--- src/design/kscd_pkg.sv ---
// Shared types, constants and scan code tables for the keyboard scan code decoder.
package kscd_pkg;

  // Default depth of the keyboard command queue.
  localparam int unsigned CmdQueueDepthDefault = 8;

  // Keyboard command and response bytes.
  localparam logic [7:0] LedCmd     = 8'hED;
  localparam logic [7:0] AckByte    = 8'hFA;
  localparam logic [7:0] ResendByte = 8'hFE;

  // Scan codes with a special meaning.
  localparam logic [7:0] LShiftMake  = 8'h2A;
  localparam logic [7:0] RShiftMake  = 8'h36;
  localparam logic [7:0] LShiftBreak = 8'hAA;
  localparam logic [7:0] RShiftBreak = 8'hB6;
  localparam logic [7:0] CapsMake    = 8'h3A;
  localparam logic [7:0] ScrollMake  = 8'h45;

  // Offset from an upper case to a lower case letter.
  localparam logic [6:0] LowerOffset = 7'h20;
  localparam logic [6:0] UpperFirst  = 7'h41;
  localparam logic [6:0] UpperLast   = 7'h5A;

  // LED bit positions.
  localparam int unsigned LedScrollBit = 0;
  localparam int unsigned LedCapsBit   = 2;

  // Input action codes.
  typedef enum logic {
    ACT_BYTE = 1'b0,
    ACT_SYNC = 1'b1
  } action_e;

  // One result beat.
  typedef struct packed {
    logic       char_valid;
    logic [6:0] char_code;
    logic       send_valid;
    logic [7:0] send_byte;
    logic       queue_overflow;
    logic [2:0] led_bits;
  } result_t;

  // Status that the control block reports for the current beat.
  typedef struct packed {
    logic       send_valid;
    logic [7:0] send_byte;
    logic       queue_overflow;
    logic [2:0] led_bits;
  } ctrl_status_t;

  // Modifier state that the character lookup needs.
  typedef struct packed {
    logic shift_active;
    logic caps_lock;
  } modifier_t;

  // Unshifted layout table for make codes below 0x80.
  function automatic logic [6:0] plain_char(input logic [6:0] code);
    logic [6:0] ch;
    ch = 7'h00;
    case (code)
      7'h02: ch = 7'h31;
      7'h03: ch = 7'h32;
      7'h04: ch = 7'h33;
      7'h05: ch = 7'h34;
      7'h06: ch = 7'h35;
      7'h07: ch = 7'h36;
      7'h08: ch = 7'h37;
      7'h09: ch = 7'h38;
      7'h0A: ch = 7'h39;
      7'h0B: ch = 7'h30;
      7'h0C: ch = 7'h2D;
      7'h0D: ch = 7'h5E;
      7'h0E: ch = 7'h08;
      7'h10: ch = 7'h51;
      7'h11: ch = 7'h57;
      7'h12: ch = 7'h45;
      7'h13: ch = 7'h52;
      7'h14: ch = 7'h54;
      7'h15: ch = 7'h59;
      7'h16: ch = 7'h55;
      7'h17: ch = 7'h49;
      7'h18: ch = 7'h4F;
      7'h19: ch = 7'h50;
      7'h1A: ch = 7'h40;
      7'h1B: ch = 7'h5B;
      7'h1C: ch = 7'h0A;
      7'h1E: ch = 7'h41;
      7'h1F: ch = 7'h53;
      7'h20: ch = 7'h44;
      7'h21: ch = 7'h46;
      7'h22: ch = 7'h47;
      7'h23: ch = 7'h48;
      7'h24: ch = 7'h4A;
      7'h25: ch = 7'h4B;
      7'h26: ch = 7'h4C;
      7'h27: ch = 7'h3B;
      7'h28: ch = 7'h3A;
      7'h2B: ch = 7'h5D;
      7'h2C: ch = 7'h5A;
      7'h2D: ch = 7'h58;
      7'h2E: ch = 7'h43;
      7'h2F: ch = 7'h56;
      7'h30: ch = 7'h42;
      7'h31: ch = 7'h4E;
      7'h32: ch = 7'h4D;
      7'h33: ch = 7'h2C;
      7'h34: ch = 7'h2E;
      7'h35: ch = 7'h2F;
      7'h37: ch = 7'h2A;
      7'h39: ch = 7'h20;
      7'h47: ch = 7'h37;
      7'h48: ch = 7'h38;
      7'h49: ch = 7'h39;
      7'h4A: ch = 7'h2D;
      7'h4B: ch = 7'h34;
      7'h4C: ch = 7'h35;
      7'h4D: ch = 7'h36;
      7'h4E: ch = 7'h2B;
      7'h4F: ch = 7'h31;
      7'h50: ch = 7'h32;
      7'h51: ch = 7'h33;
      7'h52: ch = 7'h30;
      7'h53: ch = 7'h2E;
      7'h73: ch = 7'h5C;
      7'h7D: ch = 7'h5C;
      default: ch = 7'h00;
    endcase
    return ch;
  endfunction

  // Shifted layout table: only the keys that differ from the plain table.
  function automatic logic [6:0] shifted_char(input logic [6:0] code);
    logic [6:0] ch;
    ch = 7'h00;
    case (code)
      7'h02: ch = 7'h21;
      7'h03: ch = 7'h22;
      7'h04: ch = 7'h23;
      7'h05: ch = 7'h24;
      7'h06: ch = 7'h25;
      7'h07: ch = 7'h26;
      7'h08: ch = 7'h27;
      7'h09: ch = 7'h28;
      7'h0A: ch = 7'h29;
      7'h0B: ch = 7'h7E;
      7'h0C: ch = 7'h3D;
      7'h0D: ch = 7'h7E;
      7'h1A: ch = 7'h60;
      7'h1B: ch = 7'h7B;
      7'h27: ch = 7'h2B;
      7'h28: ch = 7'h2A;
      7'h2B: ch = 7'h7D;
      7'h33: ch = 7'h3C;
      7'h34: ch = 7'h3E;
      7'h35: ch = 7'h3F;
      7'h73: ch = 7'h5F;
      7'h7D: ch = 7'h7C;
      default: ch = plain_char(code);
    endcase
    return ch;
  endfunction

endpackage

--- src/design/kscd_char.sv ---
// Character lookup: scan code to ASCII with shift and caps lock handling.
module kscd_char
  import kscd_pkg::*;
(
  input  logic       is_byte_i,
  input  logic [7:0] scan_byte_i,
  input  modifier_t  mods_i,
  output logic       char_valid_o,
  output logic [6:0] char_code_o
);

  logic [6:0] raw_ch;
  logic       is_upper;
  logic [6:0] ch;

  // Table lookup for make codes; break codes and sync beats give nothing.
  always_comb begin
    raw_ch = 7'h00;
    if (is_byte_i && !scan_byte_i[7]) begin
      raw_ch = mods_i.shift_active ? shifted_char(scan_byte_i[6:0])
                                   : plain_char(scan_byte_i[6:0]);
    end
    is_upper = (raw_ch >= UpperFirst) && (raw_ch <= UpperLast);
    // Letters stay upper case only when exactly one of caps and shift is on.
    ch = (is_upper && (mods_i.caps_lock == mods_i.shift_active)) ? raw_ch + LowerOffset
                                                                 : raw_ch;
  end

  assign char_valid_o = (ch != 7'h00);
  assign char_code_o  = ch;

endmodule

--- src/design/kscd_ctrl.sv ---
// Control state: shift and lock tracking, LED command queue and send handshake.
module kscd_ctrl
  import kscd_pkg::*;
#(
  parameter int unsigned CMD_QUEUE_DEPTH = CmdQueueDepthDefault
) (
  input  logic         clk_i,
  input  logic         rst_ni,
  input  logic         cfg_we_i,
  input  logic [2:0]   cfg_wdata_i,
  input  logic         accept_i,
  input  action_e      action_i,
  input  logic [7:0]   scan_byte_i,
  output modifier_t    mods_o,
  output ctrl_status_t status_o
);

  localparam int unsigned IW = (CMD_QUEUE_DEPTH > 1) ? $clog2(CMD_QUEUE_DEPTH) : 1;
  localparam int unsigned CW = $clog2(CMD_QUEUE_DEPTH + 1);
  localparam logic [CW:0]   DepthW   = (CW + 1)'(CMD_QUEUE_DEPTH);
  localparam logic [IW-1:0] LastSlot = IW'(CMD_QUEUE_DEPTH - 1);

  logic [2:0]    init_leds_q;
  logic [1:0]    shift_q, shift_d;
  logic [2:0]    leds_q, leds_d;
  logic          ack_q, ack_d;
  logic [7:0]    last_q, last_d;
  logic [IW-1:0] head_q, head_d;
  logic [CW-1:0] count_q, count_d;
  logic [7:0]    queue_q [CMD_QUEUE_DEPTH];

  logic          is_byte;
  logic          push_pair;
  logic          room0, room1;
  logic          push0, push1;
  logic [CW:0]   sum0, sum1;
  logic [CW:0]   slot0_w, slot1_w;
  logic [IW-1:0] slot0, slot1;
  logic [CW-1:0] count_push;
  logic          ack_mid;
  logic          resend;
  logic          pop;
  logic [7:0]    head_byte;
  logic [7:0]    led_byte;

  // Configuration register.
  always_ff @(posedge clk_i or negedge rst_ni) begin
    if (!rst_ni) begin
      init_leds_q <= 3'd0;
    end else if (cfg_we_i) begin
      init_leds_q <= cfg_wdata_i;
    end
  end

  // Next state for one beat.
  always_comb begin
    is_byte = (action_i == ACT_BYTE);
    shift_d = shift_q;
    leds_d  = leds_q;
    if (!is_byte) begin
      leds_d = init_leds_q;
    end else begin
      case (scan_byte_i)
        LShiftMake:  shift_d = shift_q | 2'b01;
        RShiftMake:  shift_d = shift_q | 2'b10;
        LShiftBreak: shift_d = shift_q & 2'b10;
        RShiftBreak: shift_d = shift_q & 2'b01;
        CapsMake:    leds_d[LedCapsBit] = ~leds_q[LedCapsBit];
        ScrollMake:  leds_d[LedScrollBit] = ~leds_q[LedScrollBit];
        default:     ;
      endcase
    end
    push_pair = !is_byte || (scan_byte_i == CapsMake) || (scan_byte_i == ScrollMake);
    led_byte  = {5'd0, leds_d};

    // Room for the command byte and the LED byte; a full queue drops the rest.
    room0 = ({1'b0, count_q} < DepthW);
    room1 = ({1'b0, count_q} + (CW + 1)'(1) < DepthW);
    push0 = push_pair && room0;
    push1 = push_pair && room1;

    // Ring slots behind the head for the two pushes.
    sum0    = (CW + 1)'(head_q) + (CW + 1)'(count_q);
    sum1    = sum0 + (CW + 1)'(1);
    slot0_w = (sum0 >= DepthW) ? sum0 - DepthW : sum0;
    slot1_w = (sum1 >= DepthW) ? sum1 - DepthW : sum1;
    slot0   = slot0_w[IW-1:0];
    slot1   = slot1_w[IW-1:0];
    count_push = count_q + CW'(push0) + CW'(push1);

    // Acknowledge and resend from the keyboard.
    ack_mid = ack_q && !(is_byte && (scan_byte_i == AckByte));
    resend  = is_byte && (scan_byte_i == ResendByte) && ack_q;

    // Send the head byte when nothing is outstanding; an empty queue that was
    // just filled sends the LED command byte pushed in this beat.
    pop       = !resend && !ack_mid && (count_push != '0);
    head_byte = (count_q == '0) ? LedCmd : queue_q[head_q];

    head_d  = pop ? ((head_q == LastSlot) ? '0 : head_q + IW'(1)) : head_q;
    count_d = count_push - CW'(pop);
    ack_d   = pop ? 1'b1 : ack_mid;
    last_d  = pop ? head_byte : last_q;

    status_o.send_valid     = resend || pop;
    status_o.send_byte      = resend ? last_q : (pop ? head_byte : 8'd0);
    status_o.queue_overflow = push_pair && !room1;
    status_o.led_bits       = leds_d;
  end

  assign mods_o.shift_active = (shift_q != 2'b00);
  assign mods_o.caps_lock    = leds_q[LedCapsBit];

  // Control state registers.
  always_ff @(posedge clk_i or negedge rst_ni) begin
    if (!rst_ni) begin
      shift_q <= 2'b00;
      leds_q  <= 3'd0;
      ack_q   <= 1'b0;
      last_q  <= 8'd0;
      head_q  <= '0;
      count_q <= '0;
    end else if (accept_i) begin
      shift_q <= shift_d;
      leds_q  <= leds_d;
      ack_q   <= ack_d;
      last_q  <= last_d;
      head_q  <= head_d;
      count_q <= count_d;
    end
  end

  // Queue storage; entries are read only after they were written.
  always_ff @(posedge clk_i) begin
    for (int i = 0; i < CMD_QUEUE_DEPTH; i++) begin
      if (accept_i && push0 && (slot0 == IW'(i))) begin
        queue_q[i] <= LedCmd;
      end else if (accept_i && push1 && (slot1 == IW'(i))) begin
        queue_q[i] <= led_byte;
      end
    end
  end

endmodule

--- src/design/kscd_outbuf.sv ---
// Two-entry output buffer: result register plus skid register.
module kscd_outbuf
  import kscd_pkg::*;
(
  input  logic    clk_i,
  input  logic    rst_ni,
  input  logic    push_i,
  input  result_t data_i,
  output logic    full_o,
  output logic    valid_o,
  input  logic    stall_i,
  output result_t data_o
);

  logic    main_vld_q;
  logic    skid_vld_q;
  result_t main_q;
  result_t skid_q;
  logic    pop;

  assign pop = main_vld_q && !stall_i;

  // Valid bits: the skid register fills only when the result register is held.
  always_ff @(posedge clk_i or negedge rst_ni) begin
    if (!rst_ni) begin
      main_vld_q <= 1'b0;
      skid_vld_q <= 1'b0;
    end else if (skid_vld_q) begin
      if (pop) begin
        skid_vld_q <= 1'b0;
      end
    end else if (push_i) begin
      if (main_vld_q && !pop) begin
        skid_vld_q <= 1'b1;
      end else begin
        main_vld_q <= 1'b1;
      end
    end else if (pop) begin
      main_vld_q <= 1'b0;
    end
  end

  // Payload registers.
  always_ff @(posedge clk_i) begin
    if (skid_vld_q) begin
      if (pop) begin
        main_q <= skid_q;
      end
    end else if (push_i) begin
      if (main_vld_q && !pop) begin
        skid_q <= data_i;
      end else begin
        main_q <= data_i;
      end
    end
  end

  assign full_o  = skid_vld_q;
  assign valid_o = main_vld_q;
  assign data_o  = main_q;

endmodule

--- src/design/keyboard_scan_code_decoder_core.sv ---
// Top level of the keyboard scan code decoder core.
// Takes one keyboard byte or sync beat per cycle while not stalled and returns exactly one
// result beat for each (character, keyboard command byte, overflow flag and LED bits). State is
// updated in the cycle an input beat is accepted, and the result is registered with it, in the
// result register or, while that is held, in the skid register, so the input keeps flowing for
// one extra beat while the output is stalled. The input stalls only while both output registers
// hold results. The LED command queue is CMD_QUEUE_DEPTH entries of flip-flops and needs no
// clearing after reset.
module keyboard_scan_code_decoder_core
  import kscd_pkg::*;
#(
  parameter int unsigned CMD_QUEUE_DEPTH = CmdQueueDepthDefault
) (
  input  logic       clk_i,
  input  logic       rst_ni,
  input  logic       cfg_we_i,
  input  logic [2:0] cfg_wdata_i,
  input  logic       in_valid_i,
  output logic       in_stall_o,
  input  logic       action_i,
  input  logic [7:0] scan_byte_i,
  output logic       out_valid_o,
  input  logic       out_stall_i,
  output logic       char_valid_o,
  output logic [6:0] char_code_o,
  output logic       send_valid_o,
  output logic [7:0] send_byte_o,
  output logic       queue_overflow_o,
  output logic [2:0] led_bits_o
);

  logic         accept;
  logic         buf_full;
  action_e      action;
  modifier_t    mods;
  ctrl_status_t status;
  logic         ch_valid;
  logic [6:0]   ch_code;
  result_t      result;
  result_t      out_data;

  assign accept     = in_valid_i && !buf_full;
  assign in_stall_o = buf_full;
  assign action     = action_e'(action_i);

  // Character decode from the pre-beat modifier state.
  kscd_char u_char (
    .is_byte_i    (action == ACT_BYTE),
    .scan_byte_i  (scan_byte_i),
    .mods_i       (mods),
    .char_valid_o (ch_valid),
    .char_code_o  (ch_code)
  );

  // Lock, shift and command queue state.
  kscd_ctrl #(
    .CMD_QUEUE_DEPTH (CMD_QUEUE_DEPTH)
  ) u_ctrl (
    .clk_i       (clk_i),
    .rst_ni      (rst_ni),
    .cfg_we_i    (cfg_we_i),
    .cfg_wdata_i (cfg_wdata_i),
    .accept_i    (accept),
    .action_i    (action),
    .scan_byte_i (scan_byte_i),
    .mods_o      (mods),
    .status_o    (status)
  );

  // Assemble the result beat.
  always_comb begin
    result.char_valid     = ch_valid;
    result.char_code      = ch_code;
    result.send_valid     = status.send_valid;
    result.send_byte      = status.send_byte;
    result.queue_overflow = status.queue_overflow;
    result.led_bits       = status.led_bits;
  end

  kscd_outbuf u_outbuf (
    .clk_i   (clk_i),
    .rst_ni  (rst_ni),
    .push_i  (accept),
    .data_i  (result),
    .full_o  (buf_full),
    .valid_o (out_valid_o),
    .stall_i (out_stall_i),
    .data_o  (out_data)
  );

  assign char_valid_o     = out_data.char_valid;
  assign char_code_o      = out_data.char_code;
  assign send_valid_o     = out_data.send_valid;
  assign send_byte_o      = out_data.send_byte;
  assign queue_overflow_o = out_data.queue_overflow;
  assign led_bits_o       = out_data.led_bits;

endmodule
--- config.mk ---
export PLATFORM = sky130hd
export DESIGN_NAME = keyboard_scan_code_decoder_core
export DESIGN_NICKNAME = d
export VERILOG_FILES = /design/src/design/kscd_pkg.sv /design/src/design/kscd_char.sv /design/src/design/kscd_ctrl.sv /design/src/design/kscd_outbuf.sv /design/src/design/keyboard_scan_code_decoder_core.sv
export SDC_FILE = /design/constraint.sdc
export NUM_CORES = 1
export LEC_CHECK = 0
export BUFFER_PORTS_ARGS = -buffer_cell sky130_fd_sc_hd__clkbuf_2
export CORE_UTILIZATION = 25
export CTS_CLUSTER_SIZE = 40
export DETAILED_ROUTE_END_ITERATION = 7
export PLACE_DENSITY_LB_ADDON = 0.12
export SYNTH_ARGS = -nofsm -noshare
export SYNTH_HDL_FRONTEND = slang
export SYNTH_SLANG_ARGS = --single-unit
--- constraint.sdc ---
create_clock -name clk_i -period 3.85 [get_ports clk_i]
set_input_delay 0.1925 -clock clk_i [delete_from_list [all_inputs] [get_ports clk_i]]
set_output_delay 0.1925 -clock clk_i [all_outputs]
set_load 0.02 [all_outputs]
==> run metrics <==
Worst setup startpoint=scan_byte_i[1]; Slew Limit Fails=0; worst min-delay path endpoint=u_ctrl.init_leds_q[0]$_DFFE_PN0P_; Routed met2 length=between 8000 and 9000 µm; ant diodes=0; area added between synthesis and finish=16.0%; remaining antenna violation count after routing=0; Chip Height=about 160 µm; Post-route DRC=0; violation count after the first detailed-route iteration=approximately 300; CORE AREA=~0.023 mm²; row cnt=56; Crit path required time=3990 ps; cell breakdown of the critical path=clkbuf_2 > inv_1 > ha_1 > buf_4 > or3b_1 > a211oi_1 > o211a_1 > nand3_1 > a221o_1 > inv_1 > ha_1 > o311ai_0 > a22oi_1 > a2111oi_0 > a311oi_1; source-to-sink clock delay at the later pin of the worst-skew pair=340 ps; area of the die=0.0244 mm²; cell internal pwr=2550 µW; part of the Yosys area used for sequential elements=42.4%; metal1 wirelength=7430 µm; gr usage total=14.9%; CP max FO=10; Seq pwr share=33.7%; total congestion overflow after global routing=0; Hold Path Origin=cfg_wdata_i[0]; number of fillers in the final layout=2494; number of levels the H-tree was split into=3; worst hold slack across all endpoints=107 ps; most common library cell in the layout ignoring fill and taps=sky130_fd_sc_hd__edfxtp_1; main combinational cell family by area after synthesis=simple AND/OR/NAND/NOR gates; combinational power share=46.6%; number of buffers created by CTS=9; I/O Buffers=38; number of top-level pins=40; startpoint type of the worst setup path=input port; cell count of the worst reg-to-reg path=8; total nets after synthesis=approximately 650; post-synthesis instance area=0.00595 mm²; minimum period implied by the final worst setup slack=3510 ps; RSZ-0062 raised after global routing=no; total number of yosys warnings=0; maximum vdd drop=0.000225 V; number of register bits inferred by synthesis=88; worst r2r dst=u_ctrl.queue_q[3][2]$_SDFFCE_PN1P_; ys flop type=sky130_fd_sc_hd__edfxtp_1; area taken by multi-input logic gates=0.00310 mm²; final sum of negative setup slack=0 ps; Routed Wire Length=around 17000 µm; final core occ=between 20% and 30%; Num Clock Sinks=88; signal arrival time at the worst endpoint=3650 ps; proportion of total power due to net switching=40.6%; first-pass GRT wire length=27700 µm; leak pwr=0.00257 µW; category of the worst setup path capture point=flop; Crit path buffers/inverters=4; endpoints failing hold=0; Worst Max-Slew Pin Slew=1020 ps; cell type group with the largest total delay on the critical path=compound AO/OA/AOI/OAI gates; final estimated routing congestion in global placement=a little over 0.9; number of buffers on the longest clock path=2; HPWL after detailed placement=13000 µm; initial cell density of the core=25.4%; share of power burned in the clock network=19.8%; adder and majority cell fraction of the synthesized area=slightly below 5%; area occupied by registers=0.00252 mm²; number of nets in the layout=691; outcome=finished, final reports clean; post-synthesis async set-or-reset flop share=25.0%; Fin Clk Skew=5.12 ps; Slowest-stage cell, CP=sky130_fd_sc_hd__a221o_1; Clock Tree Root=sky130_fd_sc_hd__clkbuf_16; highest-count cells in the layout ignoring fill and taps=65 x sky130_fd_sc_hd__edfxtp_1, 64 x sky130_fd_sc_hd__nand2_1, 48 x sky130_fd_sc_hd__nor2_1, 38 x sky130_fd_sc_hd__clkbuf_2, 37 x sky130_fd_sc_hd__buf_4; type of the worst setup path=in -> reg; fraction of the cycle the final worst path needs=between 90% and 100%; cell count of the worst hold path=2; number of iterations in the first detailed-routing pass=4; simple-gate area share of the yosys netlist=between 15 and 20%; synthesized instance count=607; mux contribution to synthesized area=9.86%; width of the die=156 µm; pwr dens=623 mW/mm²; Synth cell types=78; worst setup slack for register-to-register paths=about 630 ps; path class of the lowest-slack min-delay path=in -> reg; highest routed layer=met5; startpoint of the most critical register-to-register path=u_ctrl.count_q[0]$_DFFE_PN0P_; net switching power figure=1750 µW; number of enable-type register cells in the synthesized netlist=65; Max stage delay on crit path=slightly above 400 ps; total number of vias=4872; xor and xnor area share after synthesis=1.32%; average instance area after synthesis=approximately 9.8 µm²; remaining max-slew budget at the tightest pin=31.9%; CTS tree=done; vias in the first global route=slightly below 5k; number of maximum-capacitance violations=0; Synth Area in Compound Gates=17.7%; ratio of cells with drive above 1 in the final layout=about a fifth; clock-pin transition on the worst setup and hold timing paths=60 ps; average routed wire per standard cell=17.7 µm; amount of wire on met3 after detailed routing=912 µm; highest achievable clock rate=around 290 MHz; pin count of the biggest net entering global routing=34; detail-routed via count per cell=4.99; final setup fails=0; antenna violations before repair=1
sequential cells by signal (all words and copies together) (netlist names):
register,flops
u_outbuf.data_o,17
u_outbuf.valid_o,1
u_ctrl.ack_q,1
u_ctrl.head_q,3
u_ctrl.count_q,4
u_ctrl.queue_q,32
u_outbuf.skid_q,17
u_ctrl.leds_q,3
u_outbuf.full_o,1
u_ctrl.shift_q,2
u_ctrl.last_q,4
u_ctrl.init_leds_q,3
power groups by stage:
| stage | sequential [µW] | clock [µW] | combinational (µW) |
|---|---|---|---|
| after global routing | 1480 | 908 | 2240 |
| after detailed placement | 1470 | 0 | 2010 |
| after floorplan | 1540 | 0 | 1370 |
| after CTS | 1450 | 875 | 2030 |
| after global placement | 1470 | 0 | 2010 |
| final | 1450 | 850 | 2000 |
area by class of cell:
cell class | instances | area share [%]
clock inverter | 7 | 0.906
clock buffer | 9 | 3.26
multi-input combinational | 447 | 45.0
inverter | 30 | 1.63
timing repair buffer | 76 | 6.92
sequential | 88 | 36.5
tap | 319 | 5.78
worst reg2reg max path, delay by kind of cell (launching register included):
kind / cells / cell delay (ps)
fa+ha+maj: 3 / 990
xor+xnor: 2 / 560
simple gates: 2 / 470
flops: 1 / 460
compound gates: 1 / 400
cells in the mapped netlist (3+ instances only):
library cell | number | area, µm²
sky130_fd_sc_hd__edfxtp_1 | 65 | 1950
sky130_fd_sc_hd__nand2_1 | 64 | 240
sky130_fd_sc_hd__nor2_1 | 48 | 180
sky130_fd_sc_hd__a21oi_1 | 36 | 180
sky130_fd_sc_hd__inv_1 | 26 | 97.6
sky130_fd_sc_hd__mux2_2 | 25 | 282
sky130_fd_sc_hd__dfrtp_1 | 22 | 551
sky130_fd_sc_hd__o21ai_0 | 22 | 110
sky130_fd_sc_hd__nor3_1 | 21 | 105
sky130_fd_sc_hd__ha_1 | 20 | 250
sky130_fd_sc_hd__clkbuf_1 | 18 | 67.6
sky130_fd_sc_hd__nor2b_1 | 18 | 113
sky130_fd_sc_hd__o211ai_1 | 15 | 113
sky130_fd_sc_hd__a31oi_1 | 13 | 81.3
sky130_fd_sc_hd__nand3_1 | 13 | 65.1
sky130_fd_sc_hd__buf_4 | 11 | 82.6
sky130_fd_sc_hd__nand2b_1 | 11 | 68.8
sky130_fd_sc_hd__mux4_2 | 10 | 225
sky130_fd_sc_hd__buf_2 | 9 | 45.0
sky130_fd_sc_hd__mux2i_1 | 8 | 80.1
sky130_fd_sc_hd__a22o_1 | 6 | 52.6
sky130_fd_sc_hd__o31a_1 | 6 | 52.6
sky130_fd_sc_hd__xnor2_1 | 6 | 52.6
sky130_fd_sc_hd__a22oi_1 | 5 | 37.5
sky130_fd_sc_hd__and2_1 | 5 | 31.3
sky130_fd_sc_hd__nor4_1 | 5 | 31.3
sky130_fd_sc_hd__or2_2 | 5 | 31.3
sky130_fd_sc_hd__and3_1 | 4 | 25.0
sky130_fd_sc_hd__nand4_1 | 4 | 25.0
sky130_fd_sc_hd__o21a_1 | 4 | 30.0
sky130_fd_sc_hd__or3_1 | 4 | 25.0
sky130_fd_sc_hd__a211oi_1 | 3 | 22.5
sky130_fd_sc_hd__a21o_1 | 3 | 22.5
sky130_fd_sc_hd__a311oi_1 | 3 | 26.3
sky130_fd_sc_hd__o211a_1 | 3 | 30.0
sky130_fd_sc_hd__o22ai_1 | 3 | 18.8
sky130_fd_sc_hd__o311ai_0 | 3 | 26.3
sky130_fd_sc_hd__xor2_1 | 3 | 26.3
timing repair:
action                                 CTS  global route
gates resized for setup                  0             1
hold buffers                             1             0
buffers inserted                         0             0
setup endpoints to repair                0             1
endpoints found under the hold margin   22             0
worst max path at each step:
stage                                     to  depth (start not counted)
6_report       u_outbuf.data_o[18]$_DFFE_PP_                         15
4_1_cts        u_ctrl.count_q[3]$_DFFE_PN0P_                         19
3_5_place_dp   u_ctrl.count_q[3]$_DFFE_PN0P_                         19
5_1_grt        u_ctrl.count_q[3]$_DFFE_PN0P_                         19
2_1_floorplan  u_ctrl.count_q[3]$_DFFE_PN0P_                         19
3_3_place_gp   u_ctrl.count_q[3]$_DFFE_PN0P_                         21
cells by family (layout without fill, tap and decap cells):
| family | Yosys count | count (layout) |
|---|---|---|
| compound gates | 152 | 152 |
| xor+xnor | 9 | 9 |
| fa+ha+maj | 22 | 22 |
| buf+inv | 72 | 122 |
| flops | 88 | 88 |
| mux | 43 | 43 |
| other cells | 1 | 1 |
| simple gates | 220 | 220 |
routing by layer:
layer	GRT usage (%)	up-vias
li1	-	2345
met4	5.46	2
met1	18.3	2339
met3	3.30	34
met2	25.4	152
met5	0	-
per-stage QoR:
stage	worst slack (ps)	instance area, µm²	total power [µW]	cells
5_1_grt	94.1	6900	4630	976
6_report	342	6900	4300	976
2_1_floorplan	293	5950	2900	607
3_3_place_gp	75.0	6600	3480	959
4_1_cts	249	6900	4360	976
3_5_place_dp	-106	6600	3480	959
Power figures use the tool's default switching activity.
